[src/hw/rtl/adf_pkg.sv]
package adf_pkg;

    localparam int CFG_IDX_W  = 1;
    localparam int CFG_DATA_W = 16;

    localparam logic [CFG_IDX_W-1:0] CFG_SERVICE_UUID   = 1'b0;
    localparam logic [CFG_IDX_W-1:0] CFG_STRUCTURE_TYPE = 1'b1;

    localparam logic [15:0] SERVICE_UUID_RST   = 16'hFCD2;
    localparam logic [7:0]  STRUCTURE_TYPE_RST = 8'h16;

    // type byte plus the two UUID bytes
    localparam logic [7:0] UUID_HDR_LEN = 8'd3;

    typedef enum logic [2:0] {
        PH_LEN     = 3'd0,
        PH_TYPE    = 3'd1,
        PH_UUID_LO = 3'd2,
        PH_UUID_HI = 3'd3,
        PH_BODY    = 3'd4,
        PH_STOP    = 3'd5
    } phase_t;

    typedef struct packed {
        logic       found;
        logic [7:0] payload_offset;
        logic [7:0] payload_length;
    } result_t;

endpackage

[src/hw/rtl/adf_in_stage.sv]
module adf_in_stage
    import adf_pkg::*;
(
    input  logic       clk,
    input  logic       rst_n,
    input  logic       s_valid,
    output logic       s_ready,
    input  logic [7:0] s_byte,
    input  logic       s_last,
    input  logic       take,
    output logic       valid,
    output logic [7:0] adv_byte,
    output logic       last_byte
);

    logic       valid_reg;
    logic       valid_next;
    logic [7:0] byte_reg;
    logic       last_reg;
    logic       load;

    assign s_ready    = !valid_reg || take;
    assign load       = s_valid && s_ready;
    assign valid_next = load ? 1'b1 : (take ? 1'b0 : valid_reg);

    always_ff @(posedge clk or negedge rst_n)
    begin
        if (!rst_n)
        begin
            valid_reg <= 1'b0;
        end
        else
        begin
            valid_reg <= valid_next;
        end
    end

    always_ff @(posedge clk)
    begin
        if (load)
        begin
            byte_reg <= s_byte;
            last_reg <= s_last;
        end
    end

    assign valid     = valid_reg;
    assign adv_byte  = byte_reg;
    assign last_byte = last_reg;

endmodule

[src/hw/rtl/adf_parser.sv]
module adf_parser
    import adf_pkg::*;
#(
    parameter int MAX_ADV_BYTES = 255
)
(
    input  logic        clk,
    input  logic        rst_n,
    input  logic        step,
    input  logic [7:0]  adv_byte,
    input  logic        last_byte,
    input  logic [15:0] service_uuid,
    input  logic [7:0]  structure_type,
    output result_t     result
);

    localparam int PW = $clog2(MAX_ADV_BYTES + 1);
    localparam int XW = (PW > 8) ? PW : 8;

    phase_t         phase_reg, phase_next, phase_w;
    logic [PW-1:0]  pos_reg, pos_next, pos_w;
    logic [7:0]     left_reg, left_next, left_w;
    logic [7:0]     flen_reg, flen_next, flen_w;
    logic [7:0]     ulo_reg, ulo_next, ulo_w;
    logic           cand_reg, cand_next, cand_w;
    logic           mfound_reg, mfound_next, mfound_w;
    logic [7:0]     moff_reg, moff_next, moff_w;
    logic [7:0]     mlen_reg, mlen_next, mlen_w;
    logic           body_byte;
    logic [XW-1:0]  pos_ext;

    assign pos_ext = XW'(pos_reg);

    always_comb
    begin
        phase_w   = phase_reg;
        pos_w     = pos_reg;
        left_w    = left_reg;
        flen_w    = flen_reg;
        ulo_w     = ulo_reg;
        cand_w    = cand_reg;
        mfound_w  = mfound_reg;
        moff_w    = moff_reg;
        mlen_w    = mlen_reg;
        body_byte = 1'b0;

        if (step && (pos_reg < PW'(MAX_ADV_BYTES)))
        begin
            pos_w = pos_reg + PW'(1);
            case (phase_reg)
                PH_LEN:
                begin
                    if (adv_byte == 8'd0)
                    begin
                        phase_w = PH_STOP;
                    end
                    else
                    begin
                        flen_w  = adv_byte;
                        left_w  = adv_byte;
                        phase_w = PH_TYPE;
                    end
                end
                PH_TYPE:
                begin
                    cand_w = 1'b0;
                    left_w = left_reg - 8'd1;
                    if (left_w == 8'd0)
                        phase_w = PH_LEN;
                    else if (adv_byte == structure_type && flen_reg >= UUID_HDR_LEN)
                        phase_w = PH_UUID_LO;
                    else
                        phase_w = PH_BODY;
                end
                PH_UUID_LO:
                begin
                    ulo_w     = adv_byte;
                    left_w    = left_reg - 8'd1;
                    phase_w   = PH_UUID_HI;
                    body_byte = 1'b1;
                end
                PH_UUID_HI:
                begin
                    left_w = left_reg - 8'd1;
                    if ({adv_byte, ulo_reg} == service_uuid)
                    begin
                        cand_w = 1'b1;
                        moff_w = 8'(pos_ext + XW'(1));
                        mlen_w = flen_reg - UUID_HDR_LEN;
                    end
                    phase_w   = PH_BODY;
                    body_byte = 1'b1;
                end
                PH_BODY:
                begin
                    left_w    = left_reg - 8'd1;
                    body_byte = 1'b1;
                end
                default:
                begin
                end
            endcase

            // structure complete
            if (body_byte && left_w == 8'd0)
            begin
                if (cand_w)
                begin
                    mfound_w = 1'b1;
                    phase_w  = PH_STOP;
                end
                else
                begin
                    phase_w = PH_LEN;
                end
                cand_w = 1'b0;
            end
        end
    end

    always_comb
    begin
        result.found          = mfound_w;
        result.payload_offset = mfound_w ? moff_w : 8'd0;
        result.payload_length = mfound_w ? mlen_w : 8'd0;
    end

    always_comb
    begin
        if (step && last_byte)
        begin
            phase_next  = PH_LEN;
            pos_next    = '0;
            left_next   = '0;
            flen_next   = '0;
            ulo_next    = '0;
            cand_next   = 1'b0;
            mfound_next = 1'b0;
            moff_next   = '0;
            mlen_next   = '0;
        end
        else
        begin
            phase_next  = phase_w;
            pos_next    = pos_w;
            left_next   = left_w;
            flen_next   = flen_w;
            ulo_next    = ulo_w;
            cand_next   = cand_w;
            mfound_next = mfound_w;
            moff_next   = moff_w;
            mlen_next   = mlen_w;
        end
    end

    always_ff @(posedge clk or negedge rst_n)
    begin
        if (!rst_n)
        begin
            phase_reg  <= PH_LEN;
            pos_reg    <= '0;
            left_reg   <= '0;
            flen_reg   <= '0;
            ulo_reg    <= '0;
            cand_reg   <= 1'b0;
            mfound_reg <= 1'b0;
            moff_reg   <= '0;
            mlen_reg   <= '0;
        end
        else
        begin
            phase_reg  <= phase_next;
            pos_reg    <= pos_next;
            left_reg   <= left_next;
            flen_reg   <= flen_next;
            ulo_reg    <= ulo_next;
            cand_reg   <= cand_next;
            mfound_reg <= mfound_next;
            moff_reg   <= moff_next;
            mlen_reg   <= mlen_next;
        end
    end

endmodule

[src/hw/rtl/adf_out_stage.sv]
module adf_out_stage
    import adf_pkg::*;
(
    input  logic    clk,
    input  logic    rst_n,
    input  logic    load,
    input  result_t result,
    output logic    can_load,
    output logic    m_valid,
    input  logic    m_ready,
    output result_t m_result
);

    logic    valid_reg;
    logic    valid_next;
    result_t result_reg;

    assign can_load   = !valid_reg || m_ready;
    assign valid_next = load ? 1'b1 : ((valid_reg && m_ready) ? 1'b0 : valid_reg);

    always_ff @(posedge clk or negedge rst_n)
    begin
        if (!rst_n)
        begin
            valid_reg <= 1'b0;
        end
        else
        begin
            valid_reg <= valid_next;
        end
    end

    always_ff @(posedge clk)
    begin
        if (load)
        begin
            result_reg <= result;
        end
    end

    assign m_valid  = valid_reg;
    assign m_result = result_reg;

endmodule

[src/hw/rtl/adv_service_data_finder.sv]
// Advertising-data service-data finder.
// Slave stream: one advertising byte per transaction, s_tlast on the final
// byte. Master stream: one transaction per advertisement, sent for the byte
// flagged s_tlast: m_tuser = found, m_tdata = payload offset and length.
// Configuration: cfg_we/cfg_addr/cfg_data; index 0 = service UUID,
// index 1 = AD structure type. Write only while the block is idle.
// Throughput: one byte per cycle, sustained, with no gaps between
// advertisements, while the result register can take each result. Each
// byte passes an input register, then the parser updates its state and,
// on the last byte, loads the result register that drives m_tvalid.
// Bytes beyond MAX_ADV_BYTES are ignored; a result is still produced.
// When m_tready is low and a result waits, non-last bytes keep flowing; a
// last byte waits in the input register and s_tready drops once it is full.
// Reset: no result pending, parser expects a length byte, registers return
// to UUID 0xFCD2 and type 0x16.
module adv_service_data_finder
    import adf_pkg::*;
#(
    parameter int MAX_ADV_BYTES = 255
)
(
    input  logic                  clk,
    input  logic                  rst_n,
    input  logic                  s_tvalid,
    output logic                  s_tready,
    input  logic [7:0]            s_tdata,   // [7:0] adv_byte
    input  logic                  s_tlast,
    output logic                  m_tvalid,
    input  logic                  m_tready,
    output logic [15:0]           m_tdata,   // [7:0] payload_offset, [15:8] payload_length
    output logic                  m_tuser,   // [0] found
    input  logic                  cfg_we,
    input  logic [CFG_IDX_W-1:0]  cfg_addr,
    input  logic [CFG_DATA_W-1:0] cfg_data
);

    logic [15:0] uuid_reg;
    logic [7:0]  stype_reg;
    logic        in_valid;
    logic [7:0]  in_byte;
    logic        in_last;
    logic        take;
    logic        can_load;
    result_t     result;
    result_t     m_result;

    always_ff @(posedge clk or negedge rst_n)
    begin
        if (!rst_n)
        begin
            uuid_reg  <= SERVICE_UUID_RST;
            stype_reg <= STRUCTURE_TYPE_RST;
        end
        else if (cfg_we)
        begin
            case (cfg_addr)
                CFG_SERVICE_UUID:   uuid_reg  <= cfg_data;
                CFG_STRUCTURE_TYPE: stype_reg <= cfg_data[7:0];
                default:
                begin
                end
            endcase
        end
    end

    assign take = in_valid && (!in_last || can_load);

    adf_in_stage u_in (
        .clk       (clk),
        .rst_n     (rst_n),
        .s_valid   (s_tvalid),
        .s_ready   (s_tready),
        .s_byte    (s_tdata),
        .s_last    (s_tlast),
        .take      (take),
        .valid     (in_valid),
        .adv_byte  (in_byte),
        .last_byte (in_last)
    );

    adf_parser #(
        .MAX_ADV_BYTES (MAX_ADV_BYTES)
    ) u_parser (
        .clk            (clk),
        .rst_n          (rst_n),
        .step           (take),
        .adv_byte       (in_byte),
        .last_byte      (in_last),
        .service_uuid   (uuid_reg),
        .structure_type (stype_reg),
        .result         (result)
    );

    adf_out_stage u_out (
        .clk      (clk),
        .rst_n    (rst_n),
        .load     (take && in_last),
        .result   (result),
        .can_load (can_load),
        .m_valid  (m_tvalid),
        .m_ready  (m_tready),
        .m_result (m_result)
    );

    assign m_tuser = m_result.found;
    assign m_tdata = {m_result.payload_length, m_result.payload_offset};

endmodule
[config.mk]
export PLATFORM = sky130hd
export DESIGN_NAME = adv_service_data_finder
export DESIGN_NICKNAME = d
export VERILOG_FILES = /design/src/hw/rtl/adf_pkg.sv /design/src/hw/rtl/adf_in_stage.sv /design/src/hw/rtl/adf_parser.sv /design/src/hw/rtl/adf_out_stage.sv /design/src/hw/rtl/adv_service_data_finder.sv
export SDC_FILE = /design/constraint.sdc
export NUM_CORES = 1
export LEC_CHECK = 0
export ABC_AREA = 1
export BUFFER_PORTS_ARGS = -buffer_cell sky130_fd_sc_hd__buf_2
export CAP_MARGIN = 20
export CORE_MARGIN = 4
export CORE_UTILIZATION = 40
export DETAILED_ROUTE_END_ITERATION = 7
export GPL_TIMING_DRIVEN = 0
export PLACE_DENSITY = 0.58
export SYNTH_ARGS = -nofsm -noshare
export SYNTH_HDL_FRONTEND = slang
export SYNTH_HIERARCHICAL = 1
export SYNTH_SLANG_ARGS = --single-unit
[constraint.sdc]
create_clock -name clk -period 2.8 [get_ports clk]
set_clock_uncertainty 0.1 [all_clocks]
set_input_delay 0.56 -clock clk [delete_from_list [all_inputs] [get_ports clk]]
set_output_delay 0.56 -clock clk [all_outputs]
set_load 0.02 [all_outputs]
Word level (Yosys, flattened, before mapping)

Cells that the tools add are included.

RAM bits: 0
Memories kept: 0
Bits in read-only memories: 0
Output and inout port bits: 19
Word-level logic and storage cells: 107
Register bits after elaboration: 105
Bits in latches: 0

Multipliers: 0
Muxes and demuxes: 46
Add/sub/neg operators: 3
Shifts and indexed selects: 0
Divide/modulo/power cells: 0
Order comparisons: 2
Equality and inequality tests: 7
Bitwise logic cells: 1
Reductions and logical operators: 30

Operators by type and width:

| cell                | count |
|---|---|
| $mux 8              | 21 |
| $logic_not 8->1     | 3 |
| $mux 3              | 7 |
| $eq 16x16->1        | 1 |
| $pmux 8 s2          | 1 |
| $mux 1              | 15 |
| $pmux 3 s4          | 1 |
| $reduce_bool 2->1   | 5 |
| $add 8x1->8 const B | 1 |
| $eq 8x8->1          | 1 |
| $ge 8x2->1 const B  | 1 |
| $lt 8x8->1 const B  | 1 |
| $reduce_and 2->1    | 4 |
| $sub 8x1->8 const B | 1 |
| $sub 8x2->8 const B | 1 |
| $logic_and 1x1->1   | 7 |
| $eq 3x2->1 const B  | 2 |
| $reduce_bool 6->1   | 1 |
| $reduce_or 4->1     | 1 |
| $eq 3x1->1 const B  | 1 |
| $eq 3x3->1 const B  | 1 |
| $logic_not 1->1     | 3 |
| $logic_not 3->1     | 1 |
| $logic_or 1x1->1    | 3 |
| other kinds (5)     | 5 |

Longest topological paths before layout

Word-level depth: 11
Gate-level depth with buffers: 16
Depth with buffers taken out: 15

Modules after synthesis

Netlist, hierarchy kept.

Modules (own cells, without submodules):

| module                  | instances | area an instance (sq um) | cells an instance | seq. area each (sq um) |
|---|---|---|---|---|
| adf_parser              | 1         | 3699.8                   | 561               | 1326.3 |
| adv_service_data_finder | 1         | 1101.1                   | 109               | 616.8 |
| adf_out_stage           | 1         | 555.5                    | 22                | 535.5 |
| adf_in_stage            | 1         | 315.3                    | 15                | 295.3 |

Worst setup path after synthesis

OpenSTA, ideal clock, no wires.

Path kind: input to register
Start: in m_tready
End: reg u_parser.ulo_reg[0]
Buffers on the path: 1
Path slack: 0.545 ns
Required time: 2.575 ns
Stages on the path: 8
Arrival time: 2.030 ns
Path through: inv_1 > nand2_2 > inv_1 > a21boi_0 > nand2_1 > o21ai_0 > clkbuf_1 > mux2_2

Longest elaborated chain between the ends: 6

Ends and longest elaborated chain:

| item                                        | RTL line                            | text |
|---|---|---|
| from (decl)                                 | adv_service_data_finder.sv:29       | `input logic m_tready,` |
| $logic_or 1x1->1 *                          | adf_out_stage.sv:18                 | `assign can_load = !valid_reg \|\| m_ready;` |
| via can_load                                | adv_service_data_finder.sv:43       | `logic can_load;` |
| $logic_or 1x1->1 *                          | adv_service_data_finder.sv:66       | `assign take = in_valid && (!in_last \|\| can_load);` |
| $logic_and 1x1->1 *                         | adv_service_data_finder.sv:66       |  |
| via take                                    | adv_service_data_finder.sv:42       | `logic take;` |
| $logic_and 1x1->1, on equally long branches | adf_parser.sv:130, adf_parser.sv:47 |  |
| $reduce_bool 2->1 (no line)                 | --                                  |  |
| $reduce_and 2->1 (no line)                  | --                                  |  |
| to (signal assigned)                        | adf_parser.sv:176                   | `ulo_reg <= ulo_next;` |
| to (decl)                                   | adf_parser.sv:24                    | `logic [7:0] ulo_reg, ulo_next, ulo_w;` |

Mark *: on every way through the listed nets, which the timed path passes. The rest lies on a longest branch.
A chain may end at the register's enable or synchronous reset.

Worst setup path in the final report

Start: reg u_in.byte_reg[2] (netlist: u_in/adv_byte[2])
End: reg u_out.result_reg (netlist bit u_out/m_result[16]), data pin

Longest elaborated chain between the ends: 8

Ends and longest elaborated chain:

| item                   | RTL line            | text |
|---|---|---|
| from (decl)            | adf_in_stage.sv:18  | `logic [7:0] byte_reg;` |
| from (signal assigned) | adf_in_stage.sv:42  | `byte_reg <= s_byte;` |
| $logic_not 8->1        | adf_parser.sv:53    | `if (adv_byte == 8'd0)` |
| $mux 8                 | adf_parser.sv:53    |  |
| $pmux 8 s2             | adf_parser.sv:50    | `case (phase_reg)` |
| $mux 8                 | adf_parser.sv:47    | `if (step && (pos_reg < PW'(MAX_ADV_BYTES)))` |
| $logic_not 8->1        | adf_parser.sv:105   | `if (body_byte && left_w == 8'd0)` |
| $logic_and 1x1->1      | adf_parser.sv:105   |  |
| $mux 1 *               | adf_parser.sv:105   |  |
| $mux 1 *               | adf_parser.sv:47    |  |
| via u_parser.mfound_w  | adf_parser.sv:26    | `logic mfound_reg, mfound_next, mfound_w;` |
| to (signal assigned)   | adf_out_stage.sv:37 | `result_reg <= result;` |
| to (decl)              | adf_out_stage.sv:16 | `result_t result_reg;` |

Mark *: on every way through the listed nets, which the timed path passes. The rest lies on a longest branch. The select of a mux whose other input is x is not followed.

==> flow_summary.json <==
{
  "antenna_cells": 0,
  "num_rows": 43,
  "clkSinkCount": 105,
  "via_count": 4523,
  "yosysWarnings": 6,
  "track_usage_pct": 16.4,
  "ys_seq_elements": 105,
  "drc": 0,
  "netlist_instances": 707,
  "finalMaxSlewViolations": 0,
  "grt_overflow_total": 0,
  "cts-root-buf": "clkbuf_16",
  "dieHeight_um": 127,
  "power_mw": 5.50,
  "largest_register_ffs": 17,
  "syn_area_mm2": 0.00567,
  "postCtsSetupBuffers": 0,
  "drive_above_1_share_pct": 17.3,
  "critPathArrivalTime_ns": 2.59,
  "layout_min_cycle_time_ns": 2.57,
  "synthesis.nets": 742,
  "wl_um": 12600,
  "ys_seq_area_share_pct": 48.9,
  "hold_path.class": "input pin to async pin",
  "cts_max_level": 3,
  "cp_max_fo": 10,
  "powerDensity_mw_per_mm2": 849,
  "setup_viol": 0,
  "status": "finished clean",
  "path_class": "register to register",
  "rsz0062_at_grt": "false",
  "vdd_drop_max_mv": 0.368,
  "cts_tree": "yes",
  "fp.dieW_um": 127,
  "worstPathRequired_ns": 2.82,
  "setup_tns_ns": 0,
  "antenna_found_initial": 0,
  "cap_violations": 0,
  "fin_crit_sh_pct": 91.7,
  "worst_slew_pin_slew_ns": 1.10,
  "final_net_count": 801,
  "grt_start_max_net_pins": 58,
  "hpwl_um": 9600,
  "p_leak_nw": 3.23,
  "grt_first_pass_wirelength_um": 21200,
  "n_fill_cell": 1381,
  "syn_area_per_cell_um2": 8.02,
  "die-area_mm2": 0.0161,
  "portBuffers": 47,
  "fin_cells": 951,
  "dp_cells": 935,
  "setup.worst_path.end_class": "register",
  "start_util_pct": 40.9,
  "fmax_mhz": 389,
  "ios": 50,
  "critPathLaunchType": "register",
  "clk_latency_ns": 0.36,
  "hold_ws_ns": 0.0143,
  "core-area_mm2": 0.0139,
  "drtAntennaViolNets": 0,
  "hold_viol_final": 0,
  "grt_pass1_vias": 4390,
  "slew_headroom_pct": 26.7,
  "first_iter_violations": 249,
  "avgViaCountPerCell": 4.76,
  "fin_util_pct": 46.7,
  "area_delta_synth_final_pct": 14.2,
  "drtPass1Iterations": 4,
  "clk_pin_slew_ns": 0.08,
  "ys_types": 37,
  "wire_per_inst_um": 13.2,
  "gp_congestion": 0.838,
  "cts_buffers": 9,
  "cts_buffer_depth": 2
}
cell usage after synthesis:
master      n  area share (%)
inv_1      99             6.6
clkinv_1    2            0.13
nand3_4     1            0.31
inv_2       1           0.066
inv_8       1            0.20
xor2_1     17             2.6
nand4_4     1            0.38
or2_2       3            0.33
buf_4       1            0.13
buf_12      1            0.35
dfrtp_1    66              29
nand3_1    57             5.0
clkbuf_8    1            0.24
nor2_4      1            0.20
nor3b_1     2            0.26
a21boi_0    2            0.26
nand2_8     1            0.35
o22ai_1    10             1.1
edfxtp_1   26              14
ha_1        4            0.88
mux2_2      5            0.99
a21oi_1    19             1.7
nand4_1     8            0.88
nor3_1      4            0.35
o21ai_1     1           0.088
nand3b_1    1            0.13
nand2_1   184              12
buf_6       6             1.2
clkbuf_1   10            0.66
nand2_2    23             2.5
nor2_1     83             5.5
a21oi_2     3            0.46
dfstp_2    13             6.0
o21ai_0    40             3.5
nor2_2      2            0.22
nand3_2     2            0.35
xnor2_1     6            0.93
worst paths after layout:
path / from / to / slack [ns] / depth (start not counted)
worst min-delay path: rst_n / u_parser/pos_ext[4]$_DFFE_PN0P_ / 0.01 / 1
worst min register to register: uuid_reg[6]$_DFFE_PN1P_ / uuid_reg[6]$_DFFE_PN1P_ / 0.37 / 2
worst max register to register: u_in/adv_byte[2]$_DFFE_PP_ / u_out/m_result[16]$_DFFE_PP_ / 0.23 / 12
max in group asynchronous: rst_n / stype_reg[1]$_DFFE_PN1P_ / 1.94 / 2
min in group clk: s_tdata[7] / u_in/adv_byte[7]$_DFFE_PP_ / 0.28 / 1
worst max-delay path: u_in/adv_byte[2]$_DFFE_PP_ / u_out/m_result[16]$_DFFE_PP_ / 0.23 / 12
metrics by stage:
stage	setup WS, ns	area, um2
CTS	0.177	6470
global route	0.000311	6480
finish	0.233	6480
detailed placement	-0.0160	6160
floorplan	0.545	5670
global placement	0.0152	6130
placed cells by master, fill, tap and decap left out, types with 13 or more instances in the layout:
cell type / synthesis / routed
dfrtp_1: 66 / 66
o21ai_0: 40 / 40
edfxtp_1: 26 / 26
nor2_1: 83 / 83
xor2_1: 17 / 17
nand2_2: 23 / 23
nand2_1: 184 / 184
nand3_1: 57 / 57
a21oi_1: 19 / 19
buf_2: 0 / 46
dfstp_2: 13 / 13
inv_1: 99 / 98
report_power, final:
group          leakage, nW  internal, mW  switching (mW)
Sequential            1.26          1.85           0.250
Combinational         1.83         0.749            1.33
Clock                0.147         0.729           0.596
Total                 3.23          3.33            2.17
critical path, stage by stage (launching register included):
cell,delay (ns)
edfxtp_1,0.56
nor2_1,0.15
nand2_1,0.06
nor2_1,0.36
nand2_2,0.19
nor2_1,0.13
nor2_1,0.07
nand2_1,0.11
nor2_4,0.07
nand4_4,0.16
buf_6,0.17
nand2_1,0.05
buf_4,0.14
repair_timing:
action / 4_1_cts / 5_1_grt
endpoints found under the setup margin: 0 / 13
hold buffers: 0 / 0
resized for setup: 0 / 6
area by class of cell:
cell class              count  area (um2)  share of cell area (%)
plain buffers              19         148                    2.28
inverters                 103         394                    6.08
clock inverters             6        73.8                    1.14
repair buffers             48         265                    4.09
multi-input cells         480        2360                    36.4
clock buffers              10         239                    3.69
flip-flops and latches    105        2770                    42.8
well taps                 180         225                    3.48
routing by layer:
| metal | vias up | global-route usage [%] | wire length (um) |
|---|---|---|---|
| li1 | 2350 | - | - |
| met5 | - | 0 | 0 |
| met4 | 0 | 6.25 | 246 |
| met2 | 99 | 26.2 | 5750 |
| met3 | 15 | 2.55 | 655 |
| met1 | 2059 | 22.7 | 5940 |
logic make-up (layout without fill, tap and decap cells):
| group | Yosys count | after routing | share of synthesized area [%] |
|---|---|---|---|
| xor+xnor | 23 | 23 | 3.55 |
| fa+ha+maj | 4 | 4 | 0.882 |
| flops | 105 | 105 | 48.9 |
| simple gates | 373 | 373 | 29.0 |
| buf+inv | 122 | 186 | 9.53 |
| compound gates | 75 | 75 | 7.13 |
| mux | 5 | 5 | 0.993 |
No activity file was read; power rests on OpenSTA's default activity.
